`src/hw/rtl/rs_enc_pkg.sv`:
```
// Shared types, constants and GF(256) helper functions for the RS(255,223) encoder.
// Constant tables (basis matrices, generator coefficients) are built at elaboration.
// No dependencies.
package rs_enc_pkg;

    localparam int unsigned DATA_LEN   = 223;
    localparam int unsigned PARITY_LEN = 32;
    localparam int unsigned FIRST_ROOT = 112;
    localparam int unsigned ROOT_STEP  = 11;
    localparam int unsigned CNT_W      = 8;
    localparam int unsigned IDX_W      = 5;
    localparam int unsigned QUEUE_DEPTH = 2;

    localparam logic [8:0]       FIELD_POLY = 9'h187;
    localparam logic [CNT_W-1:0] LAST_COUNT = CNT_W'(DATA_LEN - 1);
    localparam logic [IDX_W-1:0] LAST_INDEX = IDX_W'(PARITY_LEN - 1);

    // column b holds the image of basis bit b
    typedef logic [7:0][7:0]            t_mat;
    typedef logic [PARITY_LEN-1:0][7:0] t_rem;

    typedef struct packed {
        logic [7:0] sym;   // conventional basis
        logic       last;  // closes the codeword
    } t_q_entry;

    function automatic logic [7:0] f_gf_mul(input logic [7:0] a, input logic [7:0] b);
        logic [8:0] x;
        logic [7:0] r;
        x = {1'b0, a};
        r = '0;
        for (int k = 0; k < 8; k++) begin
            if (b[k]) r = r ^ x[7:0];
            x = {x[7:0], 1'b0};
            if (x[8]) x = x ^ FIELD_POLY;
        end
        return r;
    endfunction

    function automatic logic [7:0] f_alpha_pow(input int unsigned e);
        logic [7:0] r;
        r = 8'h01;
        for (int unsigned k = 0; k < e; k++) r = f_gf_mul(r, 8'h02);
        return r;
    endfunction

    function automatic logic f_trace(input logic [7:0] x);
        logic [7:0] t;
        logic [7:0] v;
        t = '0;
        v = x;
        for (int k = 0; k < 8; k++) begin
            t = t ^ v;
            v = f_gf_mul(v, v);
        end
        return t[0];
    endfunction

    // dual bit i = Tr(alpha^i * y), bit 0 sits in the MSB
    function automatic logic [7:0] f_c2d_calc(input logic [7:0] y);
        logic [7:0] z;
        z = '0;
        for (int i = 0; i < 8; i++) z[7-i] = f_trace(f_gf_mul(f_alpha_pow(i), y));
        return z;
    endfunction

    function automatic t_mat f_c2d_mat();
        t_mat m;
        for (int b = 0; b < 8; b++) m[b] = f_c2d_calc(8'h01 << b);
        return m;
    endfunction

    // apply a GF(2)-linear map given by its columns
    function automatic logic [7:0] f_lin(input t_mat m, input logic [7:0] x);
        logic [7:0] r;
        r = '0;
        for (int b = 0; b < 8; b++) begin
            if (x[b]) r = r ^ m[b];
        end
        return r;
    endfunction

    function automatic t_mat f_d2c_mat(input t_mat c2d);
        t_mat       m;
        logic [7:0] target;
        logic [7:0] y;
        m = '0;
        for (int b = 0; b < 8; b++) begin
            target = 8'h01 << b;
            for (int k = 0; k < 256; k++) begin
                y = 8'(k);
                if (f_lin(c2d, y) == target) m[b] = y;
            end
        end
        return m;
    endfunction

    function automatic t_rem f_gen_coef();
        logic [PARITY_LEN:0][7:0] g;
        logic [7:0]               root;
        logic [7:0]               step;
        g    = '0;
        g[0] = 8'h01;
        root = f_alpha_pow(ROOT_STEP * FIRST_ROOT);
        step = f_alpha_pow(ROOT_STEP);
        for (int r = 0; r < PARITY_LEN; r++) begin
            for (int k = r + 1; k > 0; k--) g[k] = g[k-1] ^ f_gf_mul(root, g[k]);
            g[0] = f_gf_mul(root, g[0]);
            root = f_gf_mul(root, step);
        end
        return g[PARITY_LEN-1:0];
    endfunction

    localparam t_mat C2D_MAT  = f_c2d_mat();
    localparam t_mat D2C_MAT  = f_d2c_mat(C2D_MAT);
    localparam t_rem GEN_COEF = f_gen_coef();

endpackage

```
`src/hw/rtl/rs_enc_front.sv`:
```
// Front end: accept dual-basis bytes, convert to conventional basis, mark codeword end.
// Depends on rs_enc_pkg.
module rs_enc_front (
    input  logic                 i_clk,
    input  logic                 i_rst_n,
    input  logic                 i_data_valid,
    output logic                 o_data_ready,
    input  logic [7:0]           i_data_byte,
    output logic                 o_push,
    input  logic                 i_push_ready,
    output rs_enc_pkg::t_q_entry o_push_entry
);
    logic [rs_enc_pkg::CNT_W-1:0] r_byte_count;
    logic [rs_enc_pkg::CNT_W-1:0] n_byte_count;
    logic                         w_last;

    assign o_data_ready = i_push_ready;
    assign o_push       = i_data_valid && i_push_ready;
    assign w_last       = (r_byte_count == rs_enc_pkg::LAST_COUNT);

    assign o_push_entry.sym  = rs_enc_pkg::f_lin(rs_enc_pkg::D2C_MAT, i_data_byte);
    assign o_push_entry.last = w_last;

    always_comb begin
        n_byte_count = r_byte_count;
        if (o_push) begin
            n_byte_count = w_last ? '0 : r_byte_count + 1'b1;
        end
    end

    always_ff @(posedge i_clk) begin
        if (!i_rst_n) begin
            r_byte_count <= '0;
        end else begin
            r_byte_count <= n_byte_count;
        end
    end
endmodule

```
`src/hw/rtl/rs_enc_queue.sv`:
```
// Two-entry queue between front end and LFSR back end.
// Depends on rs_enc_pkg.
module rs_enc_queue (
    input  logic                 i_clk,
    input  logic                 i_rst_n,
    input  logic                 i_push,
    output logic                 o_push_ready,
    input  rs_enc_pkg::t_q_entry i_push_entry,
    output logic                 o_pop_valid,
    input  logic                 i_pop,
    output rs_enc_pkg::t_q_entry o_pop_entry
);
    rs_enc_pkg::t_q_entry r_mem [rs_enc_pkg::QUEUE_DEPTH];
    logic                 r_wr_ptr;
    logic                 r_rd_ptr;
    logic [1:0]           r_count;
    logic [1:0]           n_count;

    assign o_push_ready = (r_count != 2'(rs_enc_pkg::QUEUE_DEPTH));
    assign o_pop_valid  = (r_count != 2'd0);
    assign o_pop_entry  = r_mem[r_rd_ptr];

    always_comb begin
        n_count = r_count;
        if (i_push && !i_pop) n_count = r_count + 2'd1;
        if (!i_push && i_pop) n_count = r_count - 2'd1;
    end

    always_ff @(posedge i_clk) begin
        if (i_push) r_mem[r_wr_ptr] <= i_push_entry;
    end

    always_ff @(posedge i_clk) begin
        if (!i_rst_n) begin
            r_wr_ptr <= 1'b0;
            r_rd_ptr <= 1'b0;
            r_count  <= '0;
        end else begin
            if (i_push) r_wr_ptr <= ~r_wr_ptr;
            if (i_pop)  r_rd_ptr <= ~r_rd_ptr;
            r_count <= n_count;
        end
    end
endmodule

```
`src/hw/rtl/rs_enc_back.sv`:
```
// Back end: 32-stage LFSR divide by g(x) and a parity shift-out register.
// Depends on rs_enc_pkg.
module rs_enc_back (
    input  logic                              i_clk,
    input  logic                              i_rst_n,
    input  logic                              i_pop_valid,
    output logic                              o_pop,
    input  rs_enc_pkg::t_q_entry              i_pop_entry,
    output logic                              o_parity_valid,
    input  logic                              i_parity_ready,
    output logic [7:0]                        o_parity_byte,
    output logic [rs_enc_pkg::IDX_W-1:0]      o_parity_index,
    output logic                              o_last_parity
);
    rs_enc_pkg::t_rem             r_rem;
    rs_enc_pkg::t_rem             n_rem;
    rs_enc_pkg::t_rem             r_shift;
    logic                         r_active;
    logic [rs_enc_pkg::IDX_W-1:0] r_idx;
    logic [7:0]                   w_fb;
    logic                         w_out_fire;
    logic                         w_out_done;
    logic                         w_can_load;

    assign w_out_fire = r_active && i_parity_ready;
    assign w_out_done = w_out_fire && (r_idx == rs_enc_pkg::LAST_INDEX);
    assign w_can_load = !r_active || w_out_done;
    // a closing byte waits until the previous parity block has drained
    assign o_pop      = i_pop_valid && (!i_pop_entry.last || w_can_load);

    assign w_fb = i_pop_entry.sym ^ r_rem[rs_enc_pkg::PARITY_LEN-1];

    always_comb begin
        n_rem[0] = rs_enc_pkg::f_gf_mul(w_fb, rs_enc_pkg::GEN_COEF[0]);
        for (int j = 1; j < rs_enc_pkg::PARITY_LEN; j++) begin
            n_rem[j] = r_rem[j-1] ^ rs_enc_pkg::f_gf_mul(w_fb, rs_enc_pkg::GEN_COEF[j]);
        end
    end

    assign o_parity_valid = r_active;
    assign o_parity_byte  = rs_enc_pkg::f_lin(rs_enc_pkg::C2D_MAT,
                                              r_shift[rs_enc_pkg::PARITY_LEN-1]);
    assign o_parity_index = r_idx;
    assign o_last_parity  = (r_idx == rs_enc_pkg::LAST_INDEX);

    always_ff @(posedge i_clk) begin
        if (!i_rst_n) begin
            r_rem    <= '0;
            r_active <= 1'b0;
            r_idx    <= '0;
        end else begin
            if (o_pop) begin
                r_rem <= i_pop_entry.last ? '0 : n_rem;
            end
            if (o_pop && i_pop_entry.last) begin
                r_active <= 1'b1;
                r_idx    <= '0;
            end else if (w_out_fire) begin
                r_active <= !w_out_done;
                r_idx    <= r_idx + 1'b1;
            end
        end
    end

    always_ff @(posedge i_clk) begin
        if (o_pop && i_pop_entry.last) begin
            r_shift <= n_rem;
        end else if (w_out_fire) begin
            r_shift <= {r_shift[rs_enc_pkg::PARITY_LEN-2:0], 8'h00};
        end
    end
endmodule

```
`src/hw/rtl/ccsds_rs_255_223_encoder_core.sv`:
```
// A closing byte is registered in the queue, then its remainder loads the parity shifter.
// Throughput: 1 data byte per cycle; 32 parity bytes leave at 1 per cycle while accepted,
// overlapped with new data, so a closing byte stalls only while the prior block drains.
// Reset: i_rst_n synchronous active low clears the LFSR, byte counter, queue and output.
// Depends on rs_enc_pkg, rs_enc_front, rs_enc_queue, rs_enc_back.
module ccsds_rs_255_223_encoder_core (
    input  logic       i_clk,
    input  logic       i_rst_n,
    // data byte request channel
    input  logic       i_data_valid,
    output logic       o_data_ready,
    input  logic [7:0] i_data_byte,
    // parity request channel
    output logic       o_parity_valid,
    input  logic       i_parity_ready,
    output logic [7:0] o_parity_byte,
    output logic [4:0] o_parity_index,
    output logic       o_last_parity
);
    logic                 w_push;
    logic                 w_push_ready;
    rs_enc_pkg::t_q_entry w_push_entry;
    logic                 w_pop_valid;
    logic                 w_pop;
    rs_enc_pkg::t_q_entry w_pop_entry;

    // convert basis and tag the DATA_LEN-th byte of each codeword
    rs_enc_front u_front (
        .i_clk        (i_clk),
        .i_rst_n      (i_rst_n),
        .i_data_valid (i_data_valid),
        .o_data_ready (o_data_ready),
        .i_data_byte  (i_data_byte),
        .o_push       (w_push),
        .i_push_ready (w_push_ready),
        .o_push_entry (w_push_entry)
    );

    // decouple the front from LFSR stalls
    rs_enc_queue u_queue (
        .i_clk        (i_clk),
        .i_rst_n      (i_rst_n),
        .i_push       (w_push),
        .o_push_ready (w_push_ready),
        .i_push_entry (w_push_entry),
        .o_pop_valid  (w_pop_valid),
        .i_pop        (w_pop),
        .o_pop_entry  (w_pop_entry)
    );

    // advance LFSR, snapshot remainder on codeword end, shift parity out
    rs_enc_back u_back (
        .i_clk          (i_clk),
        .i_rst_n        (i_rst_n),
        .i_pop_valid    (w_pop_valid),
        .o_pop          (w_pop),
        .i_pop_entry    (w_pop_entry),
        .o_parity_valid (o_parity_valid),
        .i_parity_ready (i_parity_ready),
        .o_parity_byte  (o_parity_byte),
        .o_parity_index (o_parity_index),
        .o_last_parity  (o_last_parity)
    );
endmodule

```
`config.mk`:
```
export PLATFORM = sky130hd
export DESIGN_NAME = ccsds_rs_255_223_encoder_core
export DESIGN_NICKNAME = d
export VERILOG_FILES = /design/src/hw/rtl/rs_enc_pkg.sv /design/src/hw/rtl/rs_enc_front.sv /design/src/hw/rtl/rs_enc_queue.sv /design/src/hw/rtl/rs_enc_back.sv /design/src/hw/rtl/ccsds_rs_255_223_encoder_core.sv
export SDC_FILE = /design/constraint.sdc
export NUM_CORES = 1
export LEC_CHECK = 0
export ABC_AREA = 1
export BUFFER_PORTS_ARGS = -buffer_cell sky130_fd_sc_hd__buf_2
export CAP_MARGIN = 5
export CORE_UTILIZATION = 60
export CTS_CLUSTER_SIZE = 40
export DETAILED_ROUTE_END_ITERATION = 10
export GPL_TIMING_DRIVEN = 0
export PLACE_DENSITY = 0.75
export RECOVER_POWER = 50
export SETUP_SLACK_MARGIN = 0.3
export SLEW_MARGIN = 20
export SYNTH_ARGS = -nofsm -noshare
export SYNTH_HDL_FRONTEND = slang
export SYNTH_SLANG_ARGS = --single-unit
```
`constraint.sdc`:
```
create_clock -name i_clk -period 23.3 [get_ports i_clk]
set_input_delay 1.165 -clock i_clk [delete_from_list [all_inputs] [get_ports i_clk]]
set_output_delay 1.165 -clock i_clk [all_outputs]
set_load 0.03 [all_outputs]
```
; ---- After elaboration in Yosys (flattened, before gate mapping)
; Memory sizes are Yosys's and may differ from the RTL's. A register that Yosys moved wholly into a read port is not among the register bits.
; Cells that the tools add are included.
[totals]
output_inout_bits = 16
memories = 1
elab_cells = 217
regBits = 530
ramBits = 18
in_bits = 12
[memory_table]
columns = name, depth, word_bits, rd, rd_clocked_by_memory_dff, wr, line
row1 = u_queue.r_mem, 2, 9, 1, 1, 1, rs_enc_queue.sv:13  ; rs_enc_pkg::t_q_entry r_mem [rs_enc_pkg::QUEUE_DEPTH];
[op_classes]
bitwise_logic = 86
muxes = 35
add_sub_neg = 4
eq_ne = 3
n_reduce_logical = 18
[op_table]
columns = cell, n
row1 = 256-bit two-way mux, 3
row2 = 8-bit XOR, 62
row3 = 8-bit two-way mux, 17
row4 = 4-bit NOT, 7
row5 = 7-bit two-way mux, 2
row6 = 7-bit NOT, 2
row7 = 6-bit NOT, 2
row8 = 1-bit NOT with 2-bit output, 5
row9 = 5-bit NOT, 2
row10 = "8-bit by 1-bit adder with 8-bit output, second input constant", 1
row11 = "8-bit equality test, second input constant", 1
row12 = 7-bit NOT with 8-bit output, 1
row13 = 1-bit logical AND, 7
row14 = 1-bit two-way mux, 6
row15 = 2-bit two-way mux, 3
row16 = 6-bit two-way mux, 1
row17 = 2-bit nonzero test, 3
row18 = "5-bit by 1-bit adder with 5-bit output, second input constant", 1
row19 = "5-bit equality test, second input constant", 1
row20 = 1-bit zero test, 5
row21 = 5-bit two-way mux, 1
row22 = 4-bit two-way mux, 1
row23 = 3-bit two-way mux, 1
row24 = 1-bit NOT, 3
row25 = 7 further kinds, 8

; ---- Longest topological paths before layout
; Gate-level depths: netlist (run 1).
[logic_depth]
ltp_word = 18
mapped_depth = 19
mapped_depth_nobuf = 17

; ---- By module
; Synthesis (run 1) repeated with hierarchy kept, for this count alone.
[unflattened]
cells_unflattened = 2944
hier_area_um2 = 25653.4
[modules_own_cells]
columns = mod, area_each_um2, n_inst, cells_per_inst, seq_area_each_um2
row1 = rs_enc_back, 24214.5, 1, 2810, 12932.4
row2 = rs_enc_queue, 912.1, 1, 62, 640.6
row3 = rs_enc_front, 526.8, 1, 72, 160.2

; ---- Least setup slack after synthesis (run 1)
; OpenSTA, ideal clock, no wires.
[synth_timing]
kind = reg-to-reg
from = register u_back.r_idx (netlist bit u_back.o_parity_index[0])
to = register u_back.r_shift[0] in the netlist's numbering, enable pin
arrival_ns = 7.792
path_slack_ns = 14.880
stages_incl_launch_ff = 15
required_time_ns = 22.671
period_less_slack_ns = 8.420
path_cell_list = dfxtp_1 > ha_1 > nand2_1 > nor2_1 > ha_1 > nand2_1 > nand2_1 > o21ai_0 > nand2_1 > nand2_1 > buf_2 > buf_2 > buf_2 > buf_2 > nand2_1
[synth_via]
elab_chain_len = 7
[synth_lines]
columns = element, line
row1 = from (decl), rs_enc_back.sv:19  ; logic [rs_enc_pkg::IDX_W-1:0] r_idx;
row2 = from (signal assigned), rs_enc_back.sv:60  ; r_idx <= r_idx + 1'b1;
row3 = 5-bit equality test, --
row4 = via o_last_parity, ccsds_rs_255_223_encoder_core.sv:18  ; output logic o_last_parity
row5 = 1-bit logical AND, rs_enc_back.sv:26  ; assign w_out_done = w_out_fire && (r_idx == rs_enc_pkg::LAST_INDEX);
row6 = 1-bit logical OR, rs_enc_back.sv:27  ; assign w_can_load = !r_active || w_out_done;
row7 = 1-bit logical OR, rs_enc_back.sv:29  ; assign o_pop = i_pop_valid && (!i_pop_entry.last || w_can_load);
row8 = 1-bit logical AND, rs_enc_back.sv:29
row9 = 1-bit logical AND, rs_enc_back.sv:66  ; if (o_pop && i_pop_entry.last) begin
row10 = 2-bit nonzero test (no source line), --
row11 = to (signal assigned), rs_enc_back.sv:67  ; r_shift <= n_rem;
row12 = to (signal assigned), rs_enc_back.sv:69  ; r_shift <= {r_shift[rs_enc_pkg::PARITY_LEN-2:0], 8'h00};
row13 = to (decl), rs_enc_back.sv:17  ; rs_enc_pkg::t_rem r_shift;
; The timed path passes the listed nets, and every way through them passes these cells.
; A chain may end at the register's enable or synchronous reset.

==> results.sh, run 1 <==
export IMPL_post_cts_buffers=0
export IMPL_globalRouteOverflowTotal=0
export IMPL_synth_edf_count=274
export IMPL_grt_pass1_vias=20100
export IMPL_cts_tree="done"
export IMPL_slew_headroom_pct=-53.2
export IMPL_setup_tns_ns=0
export IMPL_drive_gt1_share_pct=8.87
export IMPL_setup_viol=0
export IMPL_period_needed_ns=6.63
export IMPL_wl_met2_um=35300
export IMPL_violations="max-capacitance violations, max-slew violations"
export IMPL_hp_class="reg -> reg"
export IMPL_cp_arrival_ns=6.93
export IMPL_io_buffers=27
export IMPL_clk_latency_ns=0.62
export IMPL_wl_per_cell_um=22.9
export IMPL_grt_usage_pct=37.6
export IMPL_tightest_slew_ns=2.28
export IMPL_top_layer_used="met4"
export IMPL_synth_net_count=2947
export IMPL_num_fill_cells=3359
export IMPL_die_height_um=210
export IMPL_fmax_mhz=151
export IMPL_syn_area_per_cell_sq_um=8.83
export IMPL_hold_viol_final=0
export IMPL_rsz0062_at_grt="false"
export IMPL_numCtsBuffers=55
export IMPL_synth_area_leader_cell="edfxtp_1"
export IMPL_yosys_area_top_type_share_pct=31.8
export IMPL_cts_reportedPaths_clkPinSlew_ns=0.06
export IMPL_grt_pass1_wl_um=122000
export IMPL_core_sq_mm=0.0422
export IMPL_synth_common_cells="nand2_1, dfxtp_1, edfxtp_1"
export IMPL_start_util_pct=61.3
export IMPL_synth_seq_cells=549
export IMPL_final_util_pct=67.6
export IMPL_wl_um=82500
export IMPL_dp_hpwl_um=58200
export IMPL_synthDistinctLibCells=36
export IMPL_htreeDepth=2
export IMPL_post_cts_resized=0
export IMPL_final_seq_area_sq_mm=0.0137
export IMPL_die_w_um=210
export IMPL_antenna_found_initial=0
export IMPL_hold_buffers=0
export IMPL_netlist_instances=2930
export IMPL_timing_final_crit_share_pct=28.5
export IMPL_met1_length_um=33100
export IMPL_antenna_cells=0
export IMPL_final_antenna_net_count=0
export IMPL_yosysWarnings=0
export IMPL_die_area_sq_mm=0.0440
export IMPL_ys_async_sr_fraction_pct=0
export IMPL_pin_count=28
export IMPL_num_vias=21400
export IMPL_nNetsFinal=3036
export IMPL_start_kind="flip-flop"
export IMPL_clkSinkCount=549
export IMPL_critPathKind="reg -> reg"
export IMPL_yosysSeqAreaShare_pct=53.1
export IMPL_slew_viol_final=8
export IMPL_cp_end_kind="flip-flop"
export IMPL_grt_start_max_net_pins=59
export IMPL_areaGrowthSynthToFinish_pct=10.4
export IMPL_yosys_most_used_dff="dfxtp_1"
export IMPL_clock_skew_ns=0.0141
export IMPL_cts_buffer_depth=3
export IMPL_path_max_fanout=44
export IMPL_synth_area_sq_mm=0.0259
export IMPL_num_rows=75
export IMPL_drt_iter0_drc=2729
export IMPL_multi_input_area_sq_mm=0.0112
export IMPL_yosysMostFrequentCell="nand2_1"
export IMPL_remaining_drc_errors=0
export IMPL_hold_ws_ns=0.457
export IMPL_gp_congestion=1.01
export IMPL_max_cap_violations=1
export IMPL_first_pass_iters=6
export IMPL_cts_root_buffer="clkbuf_16"
export IMPL_cp_required_ns=23.60
export IMPL_vias_per_cell=5.94
export IMPL_synth_area_top_cells="edfxtp_1, dfxtp_1, nand2_1"
export IMPL_routed_wl_met3_um=10100
export IMPL_outcome="finished with violations"
[worst paths after layout]
path                         start                   to  slack [ns]  cells after the start
setup / recovery         flip-flop  u_back.r_shift[186]       16.67                     17
hold reg to reg   u_queue.r_rd_ptr            flip-flop        0.46                      1
setup reg to reg         flip-flop  u_back.r_shift[186]       16.67                     17
hold / removal    u_queue.r_rd_ptr            flip-flop        0.46                      1
[layout by cell type, fill, tap and decap left out, types with 15 or more instances in the layout]
cell type	instances
xnor2_1	111
inv_1	66
nand3_1	137
buf_2	23
xor2_1	178
edfxtp_1	274
or2_1	15
or2_2	73
clkbuf_1	156
o21ai_0	102
nand2_4	16
nand3b_1	16
nand2_1	1138
dfxtp_1	275
nor2_1	26
clkbuf_16	57
nand2_2	28
a21oi_1	265
[state kept, by name, summed over array words and instances (netlist names), named ones only]
| register | count |
|---|---|
| u_back.o_parity_index | 5 |
| u_front.r_byte_count | 8 |
| u_queue.r_mem | 18 |
| u_queue.r_rd_ptr | 1 |
| u_queue.r_count | 2 |
| u_back.o_parity_valid | 1 |
| u_queue.r_wr_ptr | 1 |
| u_back.r_shift | 256 |
| u_back.r_rem | 256 |
[metal layers]
| metal | vias to the layer above | track usage (%) |
|---|---|---|
| met4 | 0 | 18.1 |
| met1 | 10300 | 53.0 |
| met3 | 220 | 7.41 |
| met5 | - | 0 |
| li1 | 9690 | - |
| met2 | 1252 | 55.7 |
[final cells by class]
class	count	share of cell area, %
tap	539	2.36
inverter	72	0.946
timing repair buffer	32	0.828
multi-input combinational	2154	39.1
buffer	155	2.44
sequential	549	48.1
clock buffer	86	5.69
clock inverter	17	0.587
[cell families after synthesis]
kind of cell | after synthesis | share of synthesized area, %
xor+xnor | 313 | 11.7
flops | 549 | 53.1
simple gates | 1461 | 23.8
fa+ha+maj | 5 | 0.242
buf+inv | 227 | 3.80
compound gates | 375 | 7.31
[per-stage QoR]
| step | instance area [sq um] | worst slack [ns] | cells |
|---|---|---|---|
| after global placement | 26700 | 11.08 | 3496 |
| after detailed placement | 26800 | 18.30 | 3501 |
| final | 28600 | 16.67 | 3604 |
| after floorplan | 25900 | 14.88 | 2930 |
| after global routing | 28600 | 16.48 | 3604 |
| after CTS | 28600 | 18.32 | 3604 |
[critical path: stages, from the launching register on]
cell and delay [ns]:
dfxtp_1 0.43, inv_1 0.12, clkbuf_1 0.29, nand2_1 0.13, nand2_1 0.16, a21oi_1 1.04, inv_1 0.32, nand2_1 0.21
nand2_1 0.11, clkbuf_1 0.36, clkbuf_1 0.51, clkbuf_1 0.50, clkbuf_1 0.38, nand2_4 0.49, buf_12 0.30, buf_12 0.28
buf_16 0.28, buf_16 0.27
Power of run 1 is not shown: default switching activity piles up to over one toggle a cycle in this logic, so the estimate is an artifact.
==> run 2, diff against run 1 <==
- clock period: 23.3 -> 6.4 ns (I/O delays scaled with it)
==> results.sh, run 2 (same netlist as run 1, synthesis figures left out) <==
export IMPL_drive_gt1_share_pct=8.79
export IMPL_cp_end_kind="flip-flop"
export IMPL_wl_per_cell_um=22.7
export IMPL_crit_chain="inv_1 > clkbuf_1 > nand2_1 > nand2_1 > a21oi_1 > inv_1 > nand2_1 > nand2_1 > buf_2 > buf_2 > buf_2 > buf_2 > nand2_8 > buf_16"
export IMPL_final_common_cell="nand2_1"
export IMPL_die_area_sq_mm=0.0440
export IMPL_core_sq_mm=0.0422
export IMPL_timing_final_crit_share_pct=82.9
export IMPL_max_cap_violations=0
export IMPL_nNetsFinal=3033
export IMPL_first_pass_iters=6
export IMPL_final_antenna_net_count=0
export IMPL_r2r_slack_ns=1.09
export IMPL_cts_reportedPaths_clkPinSlew_ns=0.06
export IMPL_hp_class="in -> reg"
export IMPL_areaGrowthSynthToFinish_pct=10.3
export IMPL_hp_start="i_rst_n"
export IMPL_die_w_um=210
export IMPL_drt_iter0_drc=2902
export IMPL_start_kind="flip-flop"
export IMPL_reg2regPathDepth=14
export IMPL_setup_viol=0
export IMPL_multi_input_area_sq_mm=0.0112
export IMPL_cpMaxStageDelayCell="a21oi_1"
export IMPL_tightest_slew_ns=1.28
export IMPL_hold_viol_final=0
export IMPL_critPathBufInv=8
export IMPL_clkSinkCount=549
export IMPL_clock_skew_ns=0.0142
export IMPL_hold_buffers=0
export IMPL_fmax_mhz=188
export IMPL_critPathKind="reg -> reg"
export IMPL_rsz0062_at_grt="false"
export IMPL_wl_um=81600
export IMPL_start_util_pct=61.3
export IMPL_cp_required_ns=6.64
export IMPL_cp_arrival_ns=5.54
export IMPL_path_max_fanout=90
export IMPL_die_height_um=210
export IMPL_r2r_end="u_back.r_shift[185]"
export IMPL_htreeDepth=2
export IMPL_antenna_cells=0
export IMPL_hold_ws_ns=0.0280
export IMPL_grt_pass1_wl_um=121000
export IMPL_min_to="u_queue.r_count[1]"
export IMPL_pin_count=28
export IMPL_slew_headroom_pct=14.7
export IMPL_period_needed_ns=5.31
export IMPL_num_rows=75
export IMPL_vias_per_cell=5.93
export IMPL_outcome="complete, no violations"
export IMPL_gp_congestion=1.03
export IMPL_post_cts_buffers=0
export IMPL_top_usage_layer="met2"
export IMPL_holdPathStages=3
export IMPL_top_regs="u_back.r_rem (256), u_back.r_shift (256), u_queue.r_mem (18)"
export IMPL_gr_usage_met3_pct=9.14
export IMPL_final_cell_mix="nand2_1, dfxtp_1, edfxtp_1"
export IMPL_final_seq_area_sq_mm=0.0137
export IMPL_num_fill_cells=3417
export IMPL_post_cts_resized=0
export IMPL_met1_usage_pct=51.6
export IMPL_grt_pass1_vias=20000
export IMPL_cp_top_family="buffers and inverters"
export IMPL_clk_latency_ns=0.61
export IMPL_dp_hpwl_um=57700
export IMPL_numCtsBuffers=55
export IMPL_slew_viol_final=0
export IMPL_remaining_drc_errors=0
export IMPL_antenna_found_initial=0
export IMPL_cts_buffer_depth=3
export IMPL_setup_tns_ns=0
export IMPL_cts_root_buffer="clkbuf_16"
export IMPL_num_vias=21400
export IMPL_critical_path_max_stage_delay_ns=1.01
export IMPL_globalRouteOverflowTotal=0
export IMPL_grt_start_max_net_pins=91
export IMPL_cts_tree="done"
export IMPL_io_buffers=27
export IMPL_grt_usage_pct=37.2
export IMPL_grtUsageMet2_pct=55.6
[run 2: changes by cell type in the layout (fill, tap and decap cells not counted), moves of 2 or more]
cell and change:
clkinv_2 +2, clkbuf_8 +5, buf_12 -2, buf_2 -3, nand2_4 -2
[run 2: worst max-delay path by stage]
stage | from | to | slack, ns | cells past startpoint
6_report | flip-flop | u_back.r_shift[185] | 1.09 | 14
5_1_grt | flip-flop | u_back.r_shift[185] | 0.97 | 14
4_1_cts | flip-flop | u_back.r_shift[164] | 2.00 | 14
3_5_place_dp | flip-flop | u_back.r_shift[187] | 2.01 | 14
3_3_place_gp | flip-flop | u_back.r_shift[171] | -1.51 | 13
2_1_floorplan | u_back.o_parity_index[0] | u_back.r_shift[0] | 0.54 | 14
[run 2: layout make-up]
cell class | count | area share, %
inverters | 72 | 0.947
plain buffers | 155 | 2.44
flip-flops and latches | 549 | 48.1
clock inverters | 15 | 0.430
repair buffers | 29 | 0.579
clock buffers | 88 | 5.97
multi-input cells | 2154 | 39.2
well taps | 539 | 2.36
[run 2: layer usage]
layer,vias up,part of all wire [%]
li1,9665,-
met3,221,13
met4,0,4.5
met5,-,0
met2,1214,43
met1,10300,40
[run 2: worst min-delay path: stages]
cell,delay (ns)
buf_2,0.14
o21ai_0,0.08
a21oi_1,0.04
[run 2: through the flow]
step / worst slack (ns) / utilization [%] / instances / cell area, sq um
after global placement: -1.51 / 63.2 / 3496 / 26700
after global routing: 0.972 / 67.6 / 3601 / 28500
after detailed placement: 2.01 / 63.4 / 3498 / 26800
after CTS: 2.00 / 67.7 / 3601 / 28600
after floorplan: 0.538 / - / 2930 / 25900
final: 1.09 / 67.6 / 3601 / 28500
Power of run 2 is left out for the same reason.
==> run 3, diff against run 2 <==
- ABC_AREA: 1 -> 0
- CORE_UTILIZATION: 60 -> 57
- clock period: 6.4 -> 4.8 ns (I/O delays scaled with it)
==> results.sh, run 3 <==
export IMPL_num_rows=76
export IMPL_die_area_sq_mm=0.0452
export IMPL_cpMaxStageDelayCell="xnor2_1"
export IMPL_final_common_cell="nand2_1"
export IMPL_yosys_most_used_dff="dfxtp_1"
export IMPL_postPlaceCellArea_sq_mm=0.0263
export IMPL_top_regs="u_back.r_rem (256), u_back.r_shift (256), u_queue.r_mem (18)"
export IMPL_rsz0062_at_grt="false"
export IMPL_synth_area_top_cells="edfxtp_1, dfxtp_1, nand2_1"
export IMPL_hp_start="i_data_byte[0]"
export IMPL_start_util_pct=58.2
export IMPL_clkSinkCount=549
export IMPL_grt_start_max_net_pins=83
export IMPL_cts_tree="done"
export IMPL_num_vias=19000
export IMPL_finalInstanceArea_sq_mm=0.0283
export IMPL_critPathKind="reg -> reg"
export IMPL_die_height_um=213
export IMPL_cp_arrival_ns=5.17
export IMPL_r2r_end="u_back.r_shift[174]"
export IMPL_synthDistinctLibCells=45
export IMPL_synth_area_sq_mm=0.0253
export IMPL_cts_reportedPaths_clkPinSlew_ns=0.06
export IMPL_synth_edf_count=274
export IMPL_setup_viol=2
export IMPL_path_max_fanout=10
export IMPL_cts_buffer_depth=3
export IMPL_synth_common_cells="nand2_1, o21ai_0, dfxtp_1"
export IMPL_wl_um=83800
export IMPL_yosysWarnings=0
export IMPL_crit_chain="buf_6 > mux2i_2 > xnor2_1 > xnor2_1 > xor2_1 > xor2_1 > o21ai_0"
export IMPL_cp_required_ns=5.12
export IMPL_yosysSeqAreaShare_pct=54.3
export IMPL_min_to="u_queue.r_mem[0][2]"
export IMPL_max_cap_violations=3
export IMPL_period_needed_ns=4.85
export IMPL_numCtsBuffers=56
export IMPL_tightest_slew_ns=2.65
export IMPL_synth_area_leader_cell="edfxtp_1"
export IMPL_netlist_instances=2264
export IMPL_final_cell_mix="nand2_1, o21ai_0, dfxtp_1"
export IMPL_cp_end_kind="flip-flop"
export IMPL_die_w_um=213
export IMPL_globalRouteOverflowTotal=0
export IMPL_drt_iter0_drc=2820
export IMPL_violations="max-capacitance violations, max-slew violations, negative setup slack"
export IMPL_critPathBufInv=1
export IMPL_final_antenna_net_count=0
export IMPL_synth_net_count=2281
export IMPL_clock_skew_ns=0.0324
export IMPL_hp_class="in -> reg"
export IMPL_yosys_area_top_type_share_pct=32.5
export IMPL_yosysMostFrequentCell="nand2_1"
export IMPL_start_kind="flip-flop"
export IMPL_fmax_mhz=206
export IMPL_clk_latency_ns=0.64
export IMPL_gp_congestion=0.965
export IMPL_outcome="finished with violations"
export IMPL_drive_gt1_share_pct=8.22
export IMPL_fin_ws_ns=-0.0522
export IMPL_grt_pass1_vias=18200
export IMPL_antenna_found_initial=0
export IMPL_nNetsFinal=2380
export IMPL_areaGrowthSynthToFinish_pct=12.1
export IMPL_wl_per_cell_um=28.0
export IMPL_ys_async_sr_fraction_pct=0
export IMPL_first_pass_iters=6
export IMPL_slew_viol_final=29
export IMPL_cts_root_buffer="clkbuf_16"
export IMPL_critical_path_max_stage_delay_ns=1.33
export IMPL_io_buffers=27
export IMPL_syn_area_per_cell_sq_um=11.2
export IMPL_synth_seq_cells=549
export IMPL_grt_pass1_wl_um=120000
export IMPL_reg2regPathDepth=7
export IMPL_r2r_slack_ns=-0.05
export IMPL_hold_viol_final=0
export IMPL_vias_per_cell=6.33
export IMPL_core_sq_mm=0.0435
export IMPL_timing_final_crit_share_pct=101
export IMPL_htreeDepth=2
export IMPL_cp_top_family="XOR/XNOR gates"
export IMPL_grt_usage_pct=37.6
export IMPL_remaining_drc_errors=0
export IMPL_dp_hpwl_um=55900
export IMPL_pin_count=28
export IMPL_holdPathStages=3
export IMPL_slew_headroom_pct=-77.7
## run 3: cell count changes after synthesis, moves of 68 or more
cell	before	now
a21oi_1	264	6
or2_2	73	1
nor2_1	26	116
nand3_1	137	10
and2_1	0	77
nand2_1	1136	434
xnor3_1	0	68
o21ai_0	102	313
## run 3: how the worst max path moves through the flow
stage / start / end / slack [ns] / cells after the start
after floorplan: u_back.o_parity_index[0] / u_back.r_shift[0] / 0.30 / 10
after global placement: u_back.o_parity_index[0] / u_back.r_shift[45] / -1.44 / 10
after detailed placement: u_back.o_parity_index[0] / u_back.r_shift[69] / -0.05 / 12
after CTS: u_back.o_parity_index[0] / u_back.r_shift[38] / 0.50 / 11
after global routing: flip-flop / u_back.r_shift[244] / 0.17 / 7
final: flip-flop / u_back.r_shift[174] / -0.05 / 7
## run 3: area by class of cell
class	count	area, sq um
Sequential cell	549	13700
Inverter	5	18.8
Clock inverter	28	427
Antenna cell	1	2.50
Multi-Input combinational cell	1567	10900
Timing Repair Buffer	40	289
Fill cell	3328	15100
Buffer	144	601
Clock buffer	76	1640
Tap cell	585	732
## run 3: per-layer routing
metal,share of wire (%),GRT usage (%),vias up
li1,-,-,7973
met1,37,49.3,9172
met2,43,55.2,1479
met3,14,11.9,346
met4,6.7,21.0,0
met5,0,0,-
## run 3: timing repair
item / in CTS / in global routing
hold endpoints to repair: 18 / 0
endpoints found under the setup margin: 194 / 79
hold buffers: 10 / 0
cloned: 0 / 1
pin swaps: 1 / 1
setup buffers: 0 / 0
resized for setup: 7 / 4
## run 3: per-stage QoR
| step | setup TNS (ns) | instances | util (%) | hold WS [ns] | setup slack, ns |
|---|---|---|---|---|---|
| 2_1_floorplan | 0 | 2264 | - | 0.404 | 0.300 |
| 5_1_grt | 0 | 2994 | 65.2 | 0.0855 | 0.172 |
| 3_5_place_dp | -3.44 | 2879 | 60.6 | 0.448 | -0.0543 |
| 4_1_cts | 0 | 2993 | 65.6 | 0.0633 | 0.496 |
| 3_3_place_gp | -362.96 | 2876 | 60.2 | 0.439 | -1.44 |
| 6_report | -0.0956 | 2995 | 65.2 | 0.0926 | -0.0522 |
## run 3: worst register-to-register path, stage by stage, from the launching register on
cell and delay, ns:
dfxtp_1 0.31, buf_6 0.16, mux2i_2 0.18, xnor2_1 1.33
xnor2_1 1.21, xor2_1 0.76, xor2_1 0.39, o21ai_0 0.19
## run 3: cell families after synthesis
kind of cell | count (synthesis) | synth area share, %
flip-flops | 549 | 54.3
AND/OR/NAND/NOR | 664 | 11.0
AO/OA/AOI/OAI | 456 | 10.6
XOR/XNOR | 397 | 19.3
buffers and inverters | 149 | 2.41
adder cells (fa/ha/maj) | 5 | 0.247
multiplexers | 44 | 2.14
Power of run 3 is left out for the same reason.
